File: src/hdl/rrmq_pkg.sv
// ----------------------------------------------------------------------------
// rrmq_pkg
// Shared constants, codes and types of the round-robin multi-queue.
// ----------------------------------------------------------------------------
`default_nettype none

package rrmq_pkg;

   // Default sizing of the store
   localparam int unsigned DEFAULT_KEYS     = 64;
   localparam int unsigned DEFAULT_CAPACITY = 1024;

   // Fixed payload widths
   localparam int unsigned KEY_WIDTH    = 6;
   localparam int unsigned VALUE_WIDTH  = 16;
   localparam int unsigned STATUS_WIDTH = 2;
   localparam int unsigned KEY_CODES    = 2 ** KEY_WIDTH;

   // Command codes
   localparam logic CMD_ENQUEUE = 1'b0;
   localparam logic CMD_TAKE    = 1'b1;

   // Result status codes
   localparam logic [STATUS_WIDTH-1:0] STATUS_DONE  = 2'd0;
   localparam logic [STATUS_WIDTH-1:0] STATUS_EMPTY = 2'd1;
   localparam logic [STATUS_WIDTH-1:0] STATUS_FULL  = 2'd2;

   // Update of the nonempty flags and the round-robin pointer
   typedef struct packed {
      logic set_en;     // mark the enqueue key nonempty
      logic clear_en;   // mark the served key empty
      logic served_en;  // move the pointer to the served key
      logic rewind;     // store drained: pointer back to the last key
   } rrmq_flag_op_type;

endpackage

`default_nettype wire

File: src/hdl/rrmq_queue_mem.sv
// ----------------------------------------------------------------------------
// rrmq_queue_mem
// Head and tail slot of each key's queue, registered synchronous read.
// ----------------------------------------------------------------------------
`default_nettype none

module rrmq_queue_mem
   import rrmq_pkg::*;
#(
   parameter int unsigned KEYS     = DEFAULT_KEYS,
   parameter int unsigned CAPACITY = DEFAULT_CAPACITY
) (
   input  wire logic                        clock,
   input  wire logic                        head_we,
   input  wire logic                        tail_we,
   input  wire logic [$clog2(KEYS)-1:0]     waddr,
   input  wire logic [$clog2(CAPACITY)-1:0] head_wdata,
   input  wire logic [$clog2(CAPACITY)-1:0] tail_wdata,
   input  wire logic                        re,
   input  wire logic [$clog2(KEYS)-1:0]     raddr,
   output      logic [$clog2(CAPACITY)-1:0] head_rdata,
   output      logic [$clog2(CAPACITY)-1:0] tail_rdata
);
   localparam int unsigned SW = $clog2(CAPACITY);

   logic [SW-1:0] head_mem [KEYS];
   logic [SW-1:0] tail_mem [KEYS];
   logic [SW-1:0] head_rdata_ff;
   logic [SW-1:0] tail_rdata_ff;

   // Write and read both tables at one address each
   always_ff @(posedge clock) begin
      if (head_we) begin
         head_mem[waddr] <= head_wdata;
      end
      if (tail_we) begin
         tail_mem[waddr] <= tail_wdata;
      end
      if (re) begin
         head_rdata_ff <= head_mem[raddr];
         tail_rdata_ff <= tail_mem[raddr];
      end
   end

   assign head_rdata = head_rdata_ff;
   assign tail_rdata = tail_rdata_ff;

endmodule

`default_nettype wire

File: config.mk
export PLATFORM = sky130hd
export DESIGN_NAME = rrmq_queue_mem
export DESIGN_NICKNAME = d
export VERILOG_FILES = /design/src/hdl/rrmq_pkg.sv /design/src/hdl/rrmq_queue_mem.sv
export SDC_FILE = /design/constraint.sdc
export NUM_CORES = 1
export LEC_CHECK = 0
export BUFFER_PORTS_ARGS = -buffer_cell sky130_fd_sc_hd__buf_2
export CORE_ASPECT_RATIO = 0.6
export CORE_MARGIN = 5
export CORE_UTILIZATION = 45
export CTS_BUF_LIST = sky130_fd_sc_hd__clkbuf_16
export CTS_CLUSTER_DIAMETER = 30
export CTS_CLUSTER_SIZE = 16
export DETAILED_ROUTE_END_ITERATION = 7
export GPL_TIMING_DRIVEN = 0
export PLACE_DENSITY = 0.68
export SETUP_SLACK_MARGIN = 0.02
export SLEW_MARGIN = 5
export SYNTH_ARGS = -nofsm -noshare
export SYNTH_HDL_FRONTEND = slang
export SYNTH_SLANG_ARGS = --single-unit
export TNS_END_PERCENT = 10
File: constraint.sdc
create_clock -name clock -period 6.4 [get_ports clock]
set_input_delay 0.96 -clock clock [delete_from_list [all_inputs] [get_ports clock]]
set_output_delay 0.96 -clock clock [all_outputs]
set_load 0.1 [all_outputs]
==> After elaboration in Yosys (flattened, before gate mapping) <==
Memories as Yosys holds them, arrays and structs flattened. A register that Yosys moved wholly into a read port is not among the register bits.
Cells that the tools add are included.
{ "totals": {"register_bits": 0, "inputBits": 36, "n_memories": 2, "ram_bits": 1280, "wordCells": 6} }
{ "mem_list": {"columns": ["memory", "depth", "word_bits", "read_ports", "rd_ports_with_merged_regs", "write_ports", "line_no", "source"], "rows": [
  ["head_mem", 64, 10, 1, 1, 1, "rrmq_queue_mem.sv:26", "logic [SW-1:0] head_mem [KEYS];"],
  ["tail_mem", 64, 10, 1, 1, 1, "rrmq_queue_mem.sv:27", "logic [SW-1:0] tail_mem [KEYS];"]
]} }
{ "classes": {"n_mux": 4} }
{ "ops": {"columns": ["cell", "count"], "rows": [
  ["$mux W1", 4]
]} }

==> Longest topological paths before layout <==
{ "depth": {"depth_word": 2, "ltp_mapped": 10, "ltp_nobuf": 5} }

==> Worst setup path after synthesis <==
No wires, ideal clock.
{ "synth_timing": {"path_type": "input to register", "from": "input raddr[0]", "to": "register tail_rdata_ff[5], in the netlist tail_rdata[5] (read register of tail_mem) (data pin)", "slack_ps": 3496, "path_buffers": 3, "cell_stages": 7, "setup_ps": 264, "required_ps": 6136, "arrival_time_ps": 2640, "cell_sequence": "buf_2 buf_6 buf_2 mux4_2 mux4_2 nor2_1 nor3_1"} }
{ "synth_lines": {"columns": ["item", "line_no", "source"], "rows": [
  ["from (decl)", "rrmq_queue_mem.sv:20", "input wire logic [$clog2(KEYS)-1:0] raddr,"],
  ["to (decl)", "rrmq_queue_mem.sv:29", "logic [SW-1:0] tail_rdata_ff;"]
]} }

==> flow_metrics.env <==
export IMPL_status="complete, no violations"
export IMPL_synth_avg_cell_area_um2=21.69
export IMPL_io_buffers=43
export IMPL_setup_viol=0
export IMPL_syn_nets=2343
export IMPL_fillers=8405
export IMPL_p_clk_share_pct=44.2
export IMPL_peakVddDrop_uv=297.6
export IMPL_muxShareOfSynthArea_pct=15.97
export IMPL_critical_path_class="primary input to flop"
export IMPL_grt_pass1_vias=25280
export IMPL_drive_gt1_share_pct=24.58
export IMPL_synth_simple_area_share_pct=1.893
export IMPL_synth_top_area_share_pct=78.02
export IMPL_drv_slew=0
export IMPL_fmax_mhz=262.2
export IMPL_gp_congestion=0.8833
export IMPL_ys_seq_area_share_pct=78.02
export IMPL_cp_end_kind="flop"
export IMPL_hold_buffers=0
export IMPL_powerDensity_nw_per_um2=330.8
export IMPL_synthTopCellsByCount="edfxtp_1, mux4_2, mux2i_1, nor2_1, a22oi_1"
export IMPL_async_flop_share_pct=0
export IMPL_via_count=25690
export IMPL_dp_hpwl_um=89960
export IMPL_drt_wl_total_um=136300
export IMPL_postCtsSetupBuffers=0
export IMPL_initial_core_util_pct=45.50
export IMPL_holdCritPathClass="primary input to flop"
export IMPL_ys_flop_type="edfxtp_1"
export IMPL_intPower_mw=14.55
export IMPL_synth_top_area_cell="edfxtp_1"
export IMPL_synthXorXnorAreaFrac_pct=0
export IMPL_drc=0
export IMPL_start_kind="primary input"
export IMPL_path_clk_slew_ns=0.05
export IMPL_grt_antenna_before_repair=6
export IMPL_synth_compound_area_share_pct=2.638
export IMPL_syn_area_um2=50030
export IMPL_insertion_delay_ns=0.76
export IMPL_p_sw_mw=4.281
export IMPL_final_antenna_net_count=0
export IMPL_cts_tree="done"
export IMPL_postSynthCellCount=2307
export IMPL_cts_root_buf="clkbuf_16"
export IMPL_fin_crit_sh_pct=59.59
export IMPL_cts_made_buffers=143
export IMPL_htreeDepth=4
export IMPL_worst_pin_slew_ns=1.404
export IMPL_post_route_min_period_ns=3.814
export IMPL_grt_max_degree=65
export IMPL_worst_ep_arrival_time_ns=4.40
export IMPL_final_setup_tns_ns=0
export IMPL_grt_pass1_wl_um=189900
export IMPL_path_max_fanout=10
export IMPL_synth_top_family_by_area="multiplexers"
export IMPL_hold_viol_final=0
export IMPL_cts_max_path_buffers=3
export IMPL_synth_edff_count=1300
export IMPL_sequentialPowerShare_pct=50.3
export IMPL_drt_first_pass_iters=5
export IMPL_leakage_nw=18.17
export IMPL_slew_headroom_pct=6.411
export IMPL_fin_util_pct=51.77
export IMPL_yosys_warnings=0
export IMPL_synth_fa_ha_area_share_pct=0
export IMPL_cts_resized_gates=0
export IMPL_power_frac_comb_pct=5.5
export IMPL_power_share_switching_pct=22.73
export IMPL_core_area_um2=110000
export IMPL_worstPathRequired_ns=6.99
export IMPL_die_y_um=268.3
export IMPL_first_iter_violations=4412
export IMPL_grt_overflow_total=0
export IMPL_fin_worst_skew_ns=0.02789
export IMPL_cap_viol_max_count=0
export IMPL_rows=94
export IMPL_dieArea_um2=118200
export IMPL_synthTopCellsByArea="edfxtp_1, mux4_2, mux2i_1"
export IMPL_ios=56
export IMPL_nets=2531
export IMPL_yosys_register_bits=1300
export IMPL_layout_setup_ws_ns=2.586
export IMPL_dieWidth_um=440.5
export IMPL_synth_most_common_cell="edfxtp_1"
export IMPL_via_per_inst=6.260
export IMPL_numClockSinks=1300
export IMPL_wl_per_cell_um=33.21
export IMPL_yosysUniqueCellTypes=34
export IMPL_pre_cts_slack_ns=2.089
export IMPL_track_usage_pct=23.12
export IMPL_rsz0062_at_grt="no"
export IMPL_areaGrowthSynthToFinish_pct=13.78
## worst max-delay path, stage by stage
cell,delay (ns)
buf_2,0.23
buf_4,0.25
buf_2,0.46
clkbuf_1,1.04
mux4_2,0.41
mux2i_1,0.07
o21ai_0,0.64
and3_1,0.30
## logic make-up after synthesis
| logic type | count (synthesis) |
|---|---|
| flip-flops | 1300 |
| multiplexers | 450 |
| AND/OR/NAND/NOR | 217 |
| AO/OA/AOI/OAI | 198 |
| buffers and inverters | 142 |
## final timing paths
check / cells past startpoint / to / slack, ns / start
min reg2reg: 5 / tail_rdata[8]$_DFFE_PP_ / 1.00 / tail_mem[30][8]$_DFFE_PP_
max reg2reg: 4 / tail_rdata[2]$_DFFE_PP_ / 4.01 / tail_mem[62][2]$_DFFE_PP_
min: 1 / tail_rdata[3]$_DFFE_PP_ / 0.81 / re
max: 8 / head_rdata[6]$_DFFE_PP_ / 2.59 / raddr[2]
## placed cells by master (no fill, tap or decap), types with 12 or more instances in the layout
master / instances
clkbuf_16: 149
and3_1: 14
nand2_1: 21
bufinv_16: 12
buf_4: 24
clkinv_2: 16
clkinvlp_4: 13
a21o_1: 13
o21ai_0: 28
o31ai_1: 13
a22oi_1: 56
clkinv_4: 17
inv_1: 24
mux2i_1: 164
mux4_2: 278
o22ai_1: 48
buf_2: 76
clkbuf_1: 54
edfxtp_1: 1300
clkinv_1: 14
inv_6: 19
nor2_1: 141
a31oi_1: 28
## power by group through the flow
stage / combinational (mW) / sequential [mW] / clock [mW]
global route: 1.07 / 9.47 / 8.80
detailed placement: 1.01 / 9.65 / 0
finish: 1.03 / 9.47 / 8.33
global placement: 0.986 / 9.64 / 0
CTS: 1.01 / 9.47 / 8.40
floorplan: 0.470 / 9.73 / 0
## final cells by class
type	instances	area, um2	area share [%]
Antenna cell	4	10.01	0.01758
Clock buffer	149	3729	6.549
Sequential cell	1300	39040	68.57
Multi-Input combinational cell	865	10270	18.04
Buffer	130	691.9	1.215
Timing Repair Buffer	43	217.7	0.3824
Tap cell	1488	1862	3.270
Inverter	12	45.04	0.07912
Clock inverter	113	1069	1.877
## layer usage
layer,share of wire [%],global-route usage (%),vias to the layer above
li1,-,-,10090
met1,40,34.79,13430
met2,41,30.85,1940
met3,16,9.960,224
met4,2.3,6.315,2
met5,0.0081,0,-
## stage by stage
| stage | instance area [um2] | hold slack [ns] | cells | power [mW] |
|---|---|---|---|---|
| 2_1_floorplan | 50030 | 0.7658 | 2307 | 10.20 |
| 3_3_place_gp | 52110 | 0.9645 | 3838 | 10.63 |
| 3_5_place_dp | 52110 | 0.9751 | 3838 | 10.66 |
| 4_1_cts | 56910 | 0.8073 | 4100 | 18.88 |
| 5_1_grt | 56920 | 0.8230 | 4101 | 19.34 |
| 6_report | 56930 | 0.8096 | 4104 | 18.83 |
## registers in the layout (all words and copies together) (netlist names)
name and flops:
tail_rdata 10, head_rdata 10, head_mem 640, tail_mem 640
Power figures use the tool's default switching activity.
