===== config.mk =====
export PLATFORM = sky130hd
export DESIGN_NAME = rrmq_pick
export DESIGN_NICKNAME = d
export VERILOG_FILES = /design/src/hdl/rrmq_pkg.sv /design/src/hdl/rrmq_pick.sv
export SDC_FILE = /design/constraint.sdc
export NUM_CORES = 1
export LEC_CHECK = 0
export BUFFER_PORTS_ARGS = -buffer_cell sky130_fd_sc_hd__clkbuf_2
export CORE_UTILIZATION = 35
export DETAILED_ROUTE_END_ITERATION = 6
export GPL_TIMING_DRIVEN = 0
export SKIP_CTS_REPAIR_TIMING = 1
export SYNTH_ARGS = -nofsm -noshare
export SYNTH_HDL_FRONTEND = slang
export SYNTH_SLANG_ARGS = --single-unit

===== constraint.sdc =====
create_clock -name clock -period 3 [get_ports clock]
set_clock_uncertainty 0.2 [all_clocks]
set_input_delay 0.3 -clock clock [delete_from_list [all_inputs] [get_ports clock]]
set_output_delay 0.3 -clock clock [all_outputs]
set_load 0.01 [all_outputs]

===== src/hdl/rrmq_pkg.sv =====
// ----------------------------------------------------------------------------
// rrmq_pkg
// Shared constants, codes and types of the round-robin multi-queue.
// ----------------------------------------------------------------------------
`default_nettype none

package rrmq_pkg;

   // Default sizing of the store
   localparam int unsigned DEFAULT_KEYS     = 64;
   localparam int unsigned DEFAULT_CAPACITY = 1024;

   // Fixed payload widths
   localparam int unsigned KEY_WIDTH    = 6;
   localparam int unsigned VALUE_WIDTH  = 16;
   localparam int unsigned STATUS_WIDTH = 2;
   localparam int unsigned KEY_CODES    = 2 ** KEY_WIDTH;

   // Command codes
   localparam logic CMD_ENQUEUE = 1'b0;
   localparam logic CMD_TAKE    = 1'b1;

   // Result status codes
   localparam logic [STATUS_WIDTH-1:0] STATUS_DONE  = 2'd0;
   localparam logic [STATUS_WIDTH-1:0] STATUS_EMPTY = 2'd1;
   localparam logic [STATUS_WIDTH-1:0] STATUS_FULL  = 2'd2;

   // Update of the nonempty flags and the round-robin pointer
   typedef struct packed {
      logic set_en;     // mark the enqueue key nonempty
      logic clear_en;   // mark the served key empty
      logic served_en;  // move the pointer to the served key
      logic rewind;     // store drained: pointer back to the last key
   } rrmq_flag_op_type;

endpackage

`default_nettype wire


===== src/hdl/rrmq_pick.sv =====
// ----------------------------------------------------------------------------
// rrmq_pick
// Nonempty flag per key, round-robin pointer and the next-key search.
// ----------------------------------------------------------------------------
`default_nettype none

module rrmq_pick
   import rrmq_pkg::*;
#(
   parameter int unsigned KEYS = DEFAULT_KEYS
) (
   input  wire logic                    clock,
   input  wire logic                    reset,
   input  wire rrmq_flag_op_type        op,
   input  wire logic [$clog2(KEYS)-1:0] set_key,
   input  wire logic [$clog2(KEYS)-1:0] clear_key,
   input  wire logic [$clog2(KEYS)-1:0] served_key,
   input  wire logic [$clog2(KEYS)-1:0] query_key,
   output      logic                    query_hit,
   output      logic [$clog2(KEYS)-1:0] pick
);
   localparam int unsigned KW = $clog2(KEYS);

   logic [KEYS-1:0] nonempty_ff;
   logic [KEYS-1:0] nonempty_in;
   logic [KW-1:0]   last_served_ff;
   logic [KW-1:0]   last_served_in;
   logic [KW-1:0]   pick_upper;
   logic [KW-1:0]   pick_lower;
   logic            upper_found;

   // Apply flag and pointer updates
   always_comb begin
      nonempty_in    = nonempty_ff;
      last_served_in = last_served_ff;
      if (op.clear_en) begin
         nonempty_in[clear_key] = 1'b0;
      end
      if (op.set_en) begin
         nonempty_in[set_key] = 1'b1;
      end
      if (op.served_en) begin
         last_served_in = op.rewind ? KW'(KEYS - 1) : served_key;
      end
   end

   // Find the lowest nonempty key above the pointer, else the lowest overall
   always_comb begin
      pick_upper  = '0;
      pick_lower  = '0;
      upper_found = 1'b0;
      for (int i = KEYS - 1; i >= 0; i--) begin
         if (nonempty_ff[i] && (KW'(i) > last_served_ff)) begin
            pick_upper  = KW'(i);
            upper_found = 1'b1;
         end
         if (nonempty_ff[i]) begin
            pick_lower = KW'(i);
         end
      end
   end

   assign pick      = upper_found ? pick_upper : pick_lower;
   assign query_hit = nonempty_ff[query_key];

   always_ff @(posedge clock) begin
      if (reset) begin
         nonempty_ff    <= '0;
         last_served_ff <= KW'(KEYS - 1);
      end else begin
         nonempty_ff    <= nonempty_in;
         last_served_ff <= last_served_in;
      end
   end

endmodule

`default_nettype wire


-- Word-level counts from Yosys, hierarchy flattened
Index checks and enable logic that the tools add are counted.
W data, S select, Z words.
- add/sub/neg operators: 0
- $mul: 0
- divide/modulo/power cells: 0
- order comparisons: 69
- eq/ne operators: 0
- shift operators: 0
- muxes and demuxes: 202
- bitwise logic cells: 3
- reductions and logical operators: 66
- operators with widths (cell ; count):
    $mux W6 ; 130
    $gt A6 B6 Y1 const A ; 32
    $mux W64 ; 2
    $gt A5 B6 Y1 const A ; 16
    $mux W1 ; 67
    $logic_and A1 B1 Y1 ; 66
    $and A64 B64 Y64 ; 1
    $not A64 Y64 ; 1
    $or A64 B64 Y64 ; 1
    $gt A4 B6 Y1 const A ; 8
    $gt A3 B6 Y1 const A ; 4
    $lt A6 B7 Y1 const B ; 3
    $demux W1 S6 ; 2
    $ge A6 B1 Y1 const B ; 2
    $gt A1 B6 Y1 const A ; 2
    $gt A2 B6 Y1 const A ; 2
    $bmux W1 S6 ; 1
- register bits after elaboration: 70
- bits in latches: 0
- bits in writable memories: 0
- bits in read-only memories: 0
- input bits: 30
- output and inout port bits: 7
- logic and storage cells: 342
- memories kept: 0

-- Longest topological paths before layout
Gate-level depths: netlist of the first run.
- depth after elaboration: 67
- mapped depth: 11
- mapped depth without buffers: 8

-- Worst setup path after synthesis of the first run
OpenSTA, ideal clock, no wires.
- kind: input-to-output
- from: input port query_key[1]
- to: output port query_hit
- data arrival time: 2129 ps
- required time: 2500 ps
- path slack: 371 ps
- stages: 5
- path buffers: 2
- path through: buf_2 clkbuf_1 mux4_2 mux4_2 mux4_2
- longest elaborated chain between the ends: 2
- ends and longest elaborated chain (item ; RTL line ; source):
    start, declared ; rrmq_pick.sv:18 ; input wire logic [$clog2(KEYS)-1:0] query_key,
    $bmux W1 S6 ; rrmq_pick.sv:64 ; assign query_hit = nonempty_ff[query_key];
    $mux W1 (not written as such) ; rrmq_pick.sv:64 ;
    end, declared ; rrmq_pick.sv:19 ; output logic query_hit,
Every way passes these cells. The select of a mux whose other input is x is not followed.

-- Final worst setup path of the first run
- from: register last_served_ff[1]
- to: output port pick[0]
- longest elaborated chain between the ends: 67
- elaborated cells between the ends (all ways): 257
- classes of those cells: order compare (64); mux (129); reduce/logical (64)
- ends and longest elaborated chain (item ; RTL line ; source):
    start, declared ; rrmq_pick.sv:26 ; logic [KW-1:0] last_served_ff;
    start signal, assigned ; rrmq_pick.sv:69 ; last_served_ff <= KW'(KEYS - 1);
    start signal, assigned ; rrmq_pick.sv:72 ; last_served_ff <= last_served_in;
    $gt A6 B6 Y1 ; rrmq_pick.sv:53 ; if (nonempty_ff[i] && (KW'(i) > last_served_ff)) begin
    $logic_and A1 B1 Y1 ; rrmq_pick.sv:53 ;
    $mux W6 or $mux W1 (tied branches) (64 in a row) ; rrmq_pick.sv:53 ;
    $mux W6 (*) ; rrmq_pick.sv:63 ; assign pick = upper_found ? pick_upper : pick_lower;
    end, declared ; rrmq_pick.sv:20 ; output logic [$clog2(KEYS)-1:0] pick
Every way passes the cells marked *; elsewhere a longest branch is shown, timed or not.

==> results of run 1 <==
synth_stat cells (all sizes together), types with 8 or more instances:
cell type	count	area (sq um)
a21boi	11	82.6
nand2b	19	119
o211ai	11	82.6
nor2b	13	81.3
nor2	67	254
clkbuf	33	124
o21ai	122	611
nand3	28	140
nor3	27	140
buf	22	149
a211oi	8	60.1
o22ai	15	93.8
dfxtp	70	1400
nand4	10	62.6
mux4	21	473
a31oi	10	62.6
nor4	19	131
inv	19	71.3
nand2	122	460
a21oi	107	536
per-stage QoR:
step	hold WS [ps]	utilization (%)
final	-12.2	45.6
after global routing	14.2	45.6
after CTS	-16.3	40.2
after detailed placement	338	38.3
after global placement	334	38.3
after floorplan	238	-
where the power goes:
group | leakage (nW) | internal, mW | switching, mW | total (mW)
sequential | 0.567 | 0.937 | 0.0220 | 0.959
clock | 0.141 | 0.671 | 0.472 | 1.14
combinational | 2.04 | 0.166 | 0.285 | 0.451
total | 2.74 | 1.77 | 0.779 | 2.55
registers in the layout, summed over array words and instances (netlist names):
register,count
nonempty_ff,64
last_served_ff,6
critical path, cell delays in order (launching register included):
cell                       delay [ps]
sky130_fd_sc_hd__dfxtp_2          340
sky130_fd_sc_hd__buf_6            160
sky130_fd_sc_hd__buf_8            150
sky130_fd_sc_hd__buf_8            140
sky130_fd_sc_hd__nor4b_1           60
sky130_fd_sc_hd__o22ai_1          300
sky130_fd_sc_hd__a31oi_2          170
sky130_fd_sc_hd__nor2_2           200
sky130_fd_sc_hd__nand4_1          210
sky130_fd_sc_hd__nor2_4           250
sky130_fd_sc_hd__o2111a_1         270
sky130_fd_sc_hd__a211o_1          110
sky130_fd_sc_hd__clkbuf_2         120
cells by family (layout without fill, tap and decap cells):
| family | Yosys count | in the layout | share of synthesized area [%] |
|---|---|---|---|
| buffers and inverters | 74 | 145 | 5.82 |
| AO/OA/AOI/OAI | 343 | 343 | 34.6 |
| multiplexers | 21 | 21 | 8.01 |
| flip-flops | 70 | 70 | 23.7 |
| AND/OR/NAND/NOR | 341 | 341 | 27.9 |
worst paths after layout:
check | start | endpoint | cells past startpoint
worst max-delay path | last_served_ff[1] | pick[0] | 12
worst min-delay path | served_key[5] | last_served_ff[5] | 3
worst max register to register | last_served_ff[5] | last_served_ff[5] | 6
worst min register to register | nonempty_ff[53] | nonempty_ff[53] | 2
final cells by class:
type                       count  area, sq um  area share, %
sequential                    70         1430           18.9
inverter                      19         75.1          0.996
tap                          220          275           3.65
clock buffer                  10          239           3.17
timing repair buffer          66          472           6.26
clock inverter                 6         70.1          0.929
multi-input combinational    705         4640           61.5
buffer                        44          345           4.58
cells in the final DEF, fill, tap and decap left out, drive strengths merged, types with 13 or more instances in the layout:
cell type    n
mux4        21
clkbuf      62
nor4        19
nor2b       13
nand3       28
nor2        67
a21oi      107
dfxtp       70
o22ai       15
inv         19
nand2      122
nand2b      19
buf         58
nor3        27
o21ai      122
routing by layer:
layer	global-route usage (%)	vias to the layer above	share of wire, %	wire length (um)
met5	0	-	0	0
met4	9.95	0	4.5	1200
met3	5.07	109	9.9	2620
met2	44.6	473	44	11600
met1	39.6	3438	42	11000
li1	-	3333	-	-
==> results.txt, run 1 <==
----------------------------------------------------
[Run status]
  Result of the run ... complete, but fails checks
  Failing checks ... negative hold slack, negative setup slack

[Worst setup path]
  Crit Path Class ... reg -> out
  Maximum fanout along the worst path ... 6
  Register-to-Register Setup Slack ... 1460 ps
  Type of element launching the critical path ... flip-flop
  Critical Path AT ... 2850 ps
  Crit path required time ... 2500 ps
  Crit end category ... primary output

[Synthesis]
  Flops & latches, synth ... 70
  Synth Area per Inst ... between 6 and 7 sq um
  Syn_nets ... roughly 900
  Count of synthesis-stage warnings from yosys ... 0
  Primary flip-flop cell chosen by synthesis mapping ... sky130_fd_sc_hd__dfxtp_1
  Combined area of all synthesized cells ... 5910 sq um
  Synth cell types ... 67
  Number of synthesized flops with an enable pin ... 0
  Sequential share of the synthesized area ... 23.7%
  Count of mapped cells out of synthesis ... 849
  Share of synthesized registers carrying an async set or reset ... 0%

[Cells and area]
  Fill cell instance count of the final layout ... 1,716
  Proportion of layout cells with a drive suffix above 1 ... 24.7%
  Post-route standard cell area excluding fillers ... 7540 sq um
  Number of standard cells in the layout, taps in and fillers out ... 1,140
  Antenna fix cells ... 0
  Layout overhead on the synthesized area ... 27.6%
  Final net count ... around 950

[Floorplanning]
  Initial standard-cell utilization of the core ... 35.8%
  Horizontal extent of the die ... 132 um
  Core outline area ... 16,500 sq um
  Placement Rows ... 47
  Height of the die ... between 100 and 150 um
  Overall die area ... 17,400 sq um
  Count of pins on the block boundary ... 37

[Timing]
  Portion of the clock cycle consumed by the worst path in the final layout ... 112%
  Setup-violating endpoint count in the final report ... 4
  Final Hold Violating Endpoints ... 3
  Clock period minus worst slack ... 3350 ps
  Count of final max-slew check failures ... 0
  Unrepaired setup endpoints after global routing ... true
  Min setup slack post-route ... -353 ps
  Maximum achievable frequency ... 298 MHz
  Relative slew slack ... 9.74%
  Worst-Margin Slew ... ~1300 ps
  Final setup TNS ... -1260 ps
  Final Hold Slack ... -12.2 ps

[GRT]
  Pin count of the biggest net entering global routing ... 14
  Initial antenna violation count ... 0
  First-pass GRT wire length ... 38,000 um
  Remaining global-route overflow ... 0
  Global Route Usage Sum ... 28.6%
  Vias in the first global route ... between 6k and 7k

[CTS]
  Insertion delay of the later-clocked pin in the worst-skew pair ... roughly 350 ps
  Clock tree from TritonCTS ... done
  Inserted Clock Buffers ... 9
  Clock-pin slew reported for the worst setup and hold paths after clock tree synthesis ... roughly 70 ps
  Deepest clock path buffer count ... 2
  Buffer type at the clock tree root ... sky130_fd_sc_hd__clkbuf_16
  Htree depth ... 3
  Total number of clock tree sinks ... 70

[Power]
  Standby leakage power ... about 2.7 nW
  Post-layout power ... 2.55 mW
  Power Dens Cells ... roughly 340 nW/um^2
  Max rail drop VDD ... around 0.33 mV

[Placement]
  Area of placed instances ... 6330 sq um
  Dpl hpwl ... 18,800 um
  Setup slack at placement ... -457 ps
  Port-buffer cells ... 30
  Final Wtd Congestion ... 0.979
  Post-Place Cells ... 1,099

[Hold path]
  Worst hold path type ... in -> reg

[Run]
  Max-capacitance violation count ... 0

[Route]
  Detailed Routing Iterations Pass 1 ... 6
  Mean routed wirelength per cell ... approximately 23 um
  Iteration-0 DRC count of the detailed router ... 968
  Via count ... between 7k and 8k
  Routed WL ... 26,400 um
  Count of unresolved DRC violations after routing ... 0
  Ratio of routed vias to standard cells ... between 6 and 7
  Post-detailed-route count of antenna-violating nets ... 0

----------------------------------------------------
Power figures use the tool's default switching activity.
==> run 2, diff against run 1 <==
==> constraint.sdc (replaced) <==
create_clock -name clock -period 3 [get_ports clock]
set_clock_uncertainty 0.2 [all_clocks]
set_input_delay 0.45 -clock clock [delete_from_list [all_inputs] [get_ports clock]]
set_output_delay 0.45 -clock clock [all_outputs]
set_load 0.01 [all_outputs]
==> run 2 against run 1 <==
The flow finishes with violations (negative setup slack). First-iteration DRC count is 0.93% higher. Critical path depth shrank 1. Power barely moved. Global-route usage stayed put. Setup slack got worse by 170 ps. Clock-buffer cell count unchanged. Maximum frequency decreased by 4.7%. Register-to-register slack hardly changed. Via count is 0.84% higher. Combinational power grew 2%. Sequential cell count is the same. Routed wire length up 1.1%. Critical path type unchanged. Critical endpoint is now pick[1]. Highest routed layer unchanged.
==> results.txt, run 2 (synthesis gave the netlist of run 1 again) <==
----------------------------------------------------
[Timing]
  Min setup slack post-route ... -518 ps (-165 ps)
  Clock period minus worst slack ... 3520 ps (+165 ps)
  Unrepaired setup endpoints after global routing ... true
  Count of final max-slew check failures ... 0 (unchanged)
  Setup-violating endpoint count in the final report ... 7 (+3)
  Final Hold Violating Endpoints ... 0 (-3)
  Portion of the clock cycle consumed by the worst path in the final layout ... 117% (+5.5 points)
  Worst-Margin Slew ... 1400 ps (+60.6 ps)
  Final setup TNS ... -2010 ps (-757 ps)
  Final Hold Slack ... 141 ps (+154 ps)
  Maximum achievable frequency ... 284 MHz (-4.7%)
  Relative slew slack ... 5.67% (-4.1 points)

[Cells and area]
  Layout overhead on the synthesized area ... 29.3%
  Registers with the highest flip-flop counts ... nonempty_ff: 64 flops, last_served_ff: 6 flops
  Largest register by flop count ... nonempty_ff
  Post-route standard cell area excluding fillers ... 7640 sq um (+1.3%)
  Final core utilization ... 46.2% (+0.60 points)
  Top library cells by usage in the layout, fill and taps aside ... sky130_fd_sc_hd__nand2_1, sky130_fd_sc_hd__o21ai_0, sky130_fd_sc_hd__a21oi_1, sky130_fd_sc_hd__nor2_1, sky130_fd_sc_hd__dfxtp_1
  Max FFs per register ... 64 (unchanged)
  Antenna fix cells ... 0 (unchanged)
  Most common cell after layout, fill and taps aside ... sky130_fd_sc_hd__nand2_1
  Final net count ... 949 (+0.42%)
  Proportion of layout cells with a drive suffix above 1 ... 26.0% (+1.3 points)

[Power]
  Max rail drop VDD ... 0.332 mV (about the same)
  Standby leakage power ... 2.80 nW (+1.9%)
  Power Dens Cells ... 334 nW/um^2 (-1.3%)

[Route]
  Mean routed wirelength per cell ... 23.3 um (+0.78%)
  Iteration-0 DRC count of the detailed router ... 977 (+0.93%)
  Via count ... 7,415 (+0.84%)
  Post-detailed-route count of antenna-violating nets ... 0 (unchanged)
  Detailed Routing Iterations Pass 1 ... 6 (unchanged)
  Routed WL ... 26,700 um (+1.1%)
  Count of unresolved DRC violations after routing ... 0 (unchanged)
  Ratio of routed vias to standard cells ... 6.48 (+0.49%)

[Floorplanning]
  Overall die area ... 17,400 sq um (unchanged)
  Horizontal extent of the die ... 132 um (unchanged)
  Placement Rows ... 47 (unchanged)
  Core outline area ... 16,500 sq um (unchanged)
  Initial standard-cell utilization of the core ... 35.8% (unchanged)
  Height of the die ... 132 um (unchanged)
  Count of pins on the block boundary ... 37 (unchanged)

[Worst setup path]
  Crit end category ... primary output
  Critical Path AT ... 2870 ps (+20 ps)
  Worst setup path start ... last_served_ff[1]
  Register-to-Register Setup Slack ... 1450 ps (about the same)
  Reg-to-reg critical path endpoint ... last_served_ff[5]
  Reg-to-reg critical path startpoint ... last_served_ff[5]
  Crit Path Class ... reg -> out
  Maximum fanout along the worst path ... 4 (-2)
  Crit path required time ... 2350 ps (-150 ps)
  Type of element launching the critical path ... flip-flop
  Worst r2r path cells ... 6 (unchanged)

[Placement]
  Port-buffer cells ... 30 (unchanged)
  Setup slack at placement ... -607 ps (-150 ps)
  Dpl hpwl ... 18,800 um (unchanged)
  Area of placed instances ... 6330 sq um (unchanged)
  Final Wtd Congestion ... 0.979 (unchanged)

[GRT]
  First-pass GRT wire length ... 38,000 um (unchanged)
  Vias in the first global route ... 6,460 (unchanged)
  Pin count of the biggest net entering global routing ... 14 (unchanged)
  Remaining global-route overflow ... 0 (unchanged)
  Initial antenna violation count ... 0 (unchanged)
  Global Route Usage Sum ... 28.6% (unchanged)

[CTS]
  Buffer type at the clock tree root ... sky130_fd_sc_hd__clkbuf_16
  Clock-pin slew reported for the worst setup and hold paths after clock tree synthesis ... 70 ps (about the same)
  Inserted Clock Buffers ... 9 (unchanged)
  Htree depth ... 3 (unchanged)
  Insertion delay of the later-clocked pin in the worst-skew pair ... 350 ps (about the same)
  Clock tree from TritonCTS ... done
  Total number of clock tree sinks ... 70 (unchanged)
  Deepest clock path buffer count ... 2 (unchanged)

[Hold path]
  Worst hold stages ... 3 (unchanged)
  Hold endpoint ... last_served_ff[5]
  Worst hold start ... served_key[5]
  Worst hold path type ... in -> reg

[Run]
  Max-capacitance violation count ... 0 (unchanged)

[Run status]
  Failing checks ... negative setup slack
  Result of the run ... complete, but fails checks

----------------------------------------------------
run 2: changes by cell type in the layout (fill, tap and decap cells not counted), moves of 2 or more:
cell,previous run,this run
sky130_fd_sc_hd__dfxtp_1,59,57
sky130_fd_sc_hd__nor4_2,2,4
sky130_fd_sc_hd__clkbuf_2,31,27
sky130_fd_sc_hd__buf_6,12,14
sky130_fd_sc_hd__buf_4,33,36
sky130_fd_sc_hd__buf_2,4,6
sky130_fd_sc_hd__nor4_1,14,12
run 2: power by group:
group / internal [mW] / switching (mW) / total (mW)
logic: 0.171 / 0.288 / 0.459
registers: 0.936 / 0.0219 / 0.958
clock network: 0.671 / 0.464 / 1.13
total: 1.78 / 0.774 / 2.55
run 2: worst max path at each step:
stage | to | slack [ps] | depth (start not counted)
after detailed placement | pick[1] | -610 | 10
after floorplan | query_hit | 70 | 5
after CTS | pick[1] | -1000 | 10
after global placement | pick[1] | -660 | 10
after global routing | pick[2] | -590 | 11
final | pick[1] | -520 | 11
run 2: area by class of cell:
class                           instances  area, sq um
Fill cell                            1712         8880
Multi-Input combinational cell        705         4680
Sequential cell                        70         1430
Timing Repair Buffer                   70          512
Buffer                                 44          360
Tap cell                              220          275
Clock buffer                           10          239
Inverter                               19         75.1
Clock inverter                          6         70.1
run 2: per-stage QoR:
| step | instances | power (mW) |
|---|---|---|
| 5_1_grt | 1144 | 2.62 |
| 2_1_floorplan | 849 | 1.20 |
| 3_3_place_gp | 1099 | 1.35 |
| 4_1_cts | 1115 | 2.47 |
| 6_report | 1144 | 2.55 |
| 3_5_place_dp | 1099 | 1.34 |
run 2: worst max-delay path: stages, from the launching register on:
cell	delay (ps)
sky130_fd_sc_hd__dfxtp_2	340
sky130_fd_sc_hd__buf_2	190
sky130_fd_sc_hd__nand3b_1	190
sky130_fd_sc_hd__buf_4	170
sky130_fd_sc_hd__nand3_1	90
sky130_fd_sc_hd__a21oi_1	360
sky130_fd_sc_hd__a21oi_1	110
sky130_fd_sc_hd__o211ai_1	330
sky130_fd_sc_hd__a311o_1	290
sky130_fd_sc_hd__o2111ai_2	160
sky130_fd_sc_hd__o2bb2ai_1	160
sky130_fd_sc_hd__buf_2	130
run 2: layer usage:
layer  up-vias  GRT usage (%)  share of wire (%)
li1       3339              -                  -
met1      3484           39.6                 42
met2       478           44.6                 44
met3       114           5.07                9.4
met4         0           9.95                4.7
met5         -              0                  0
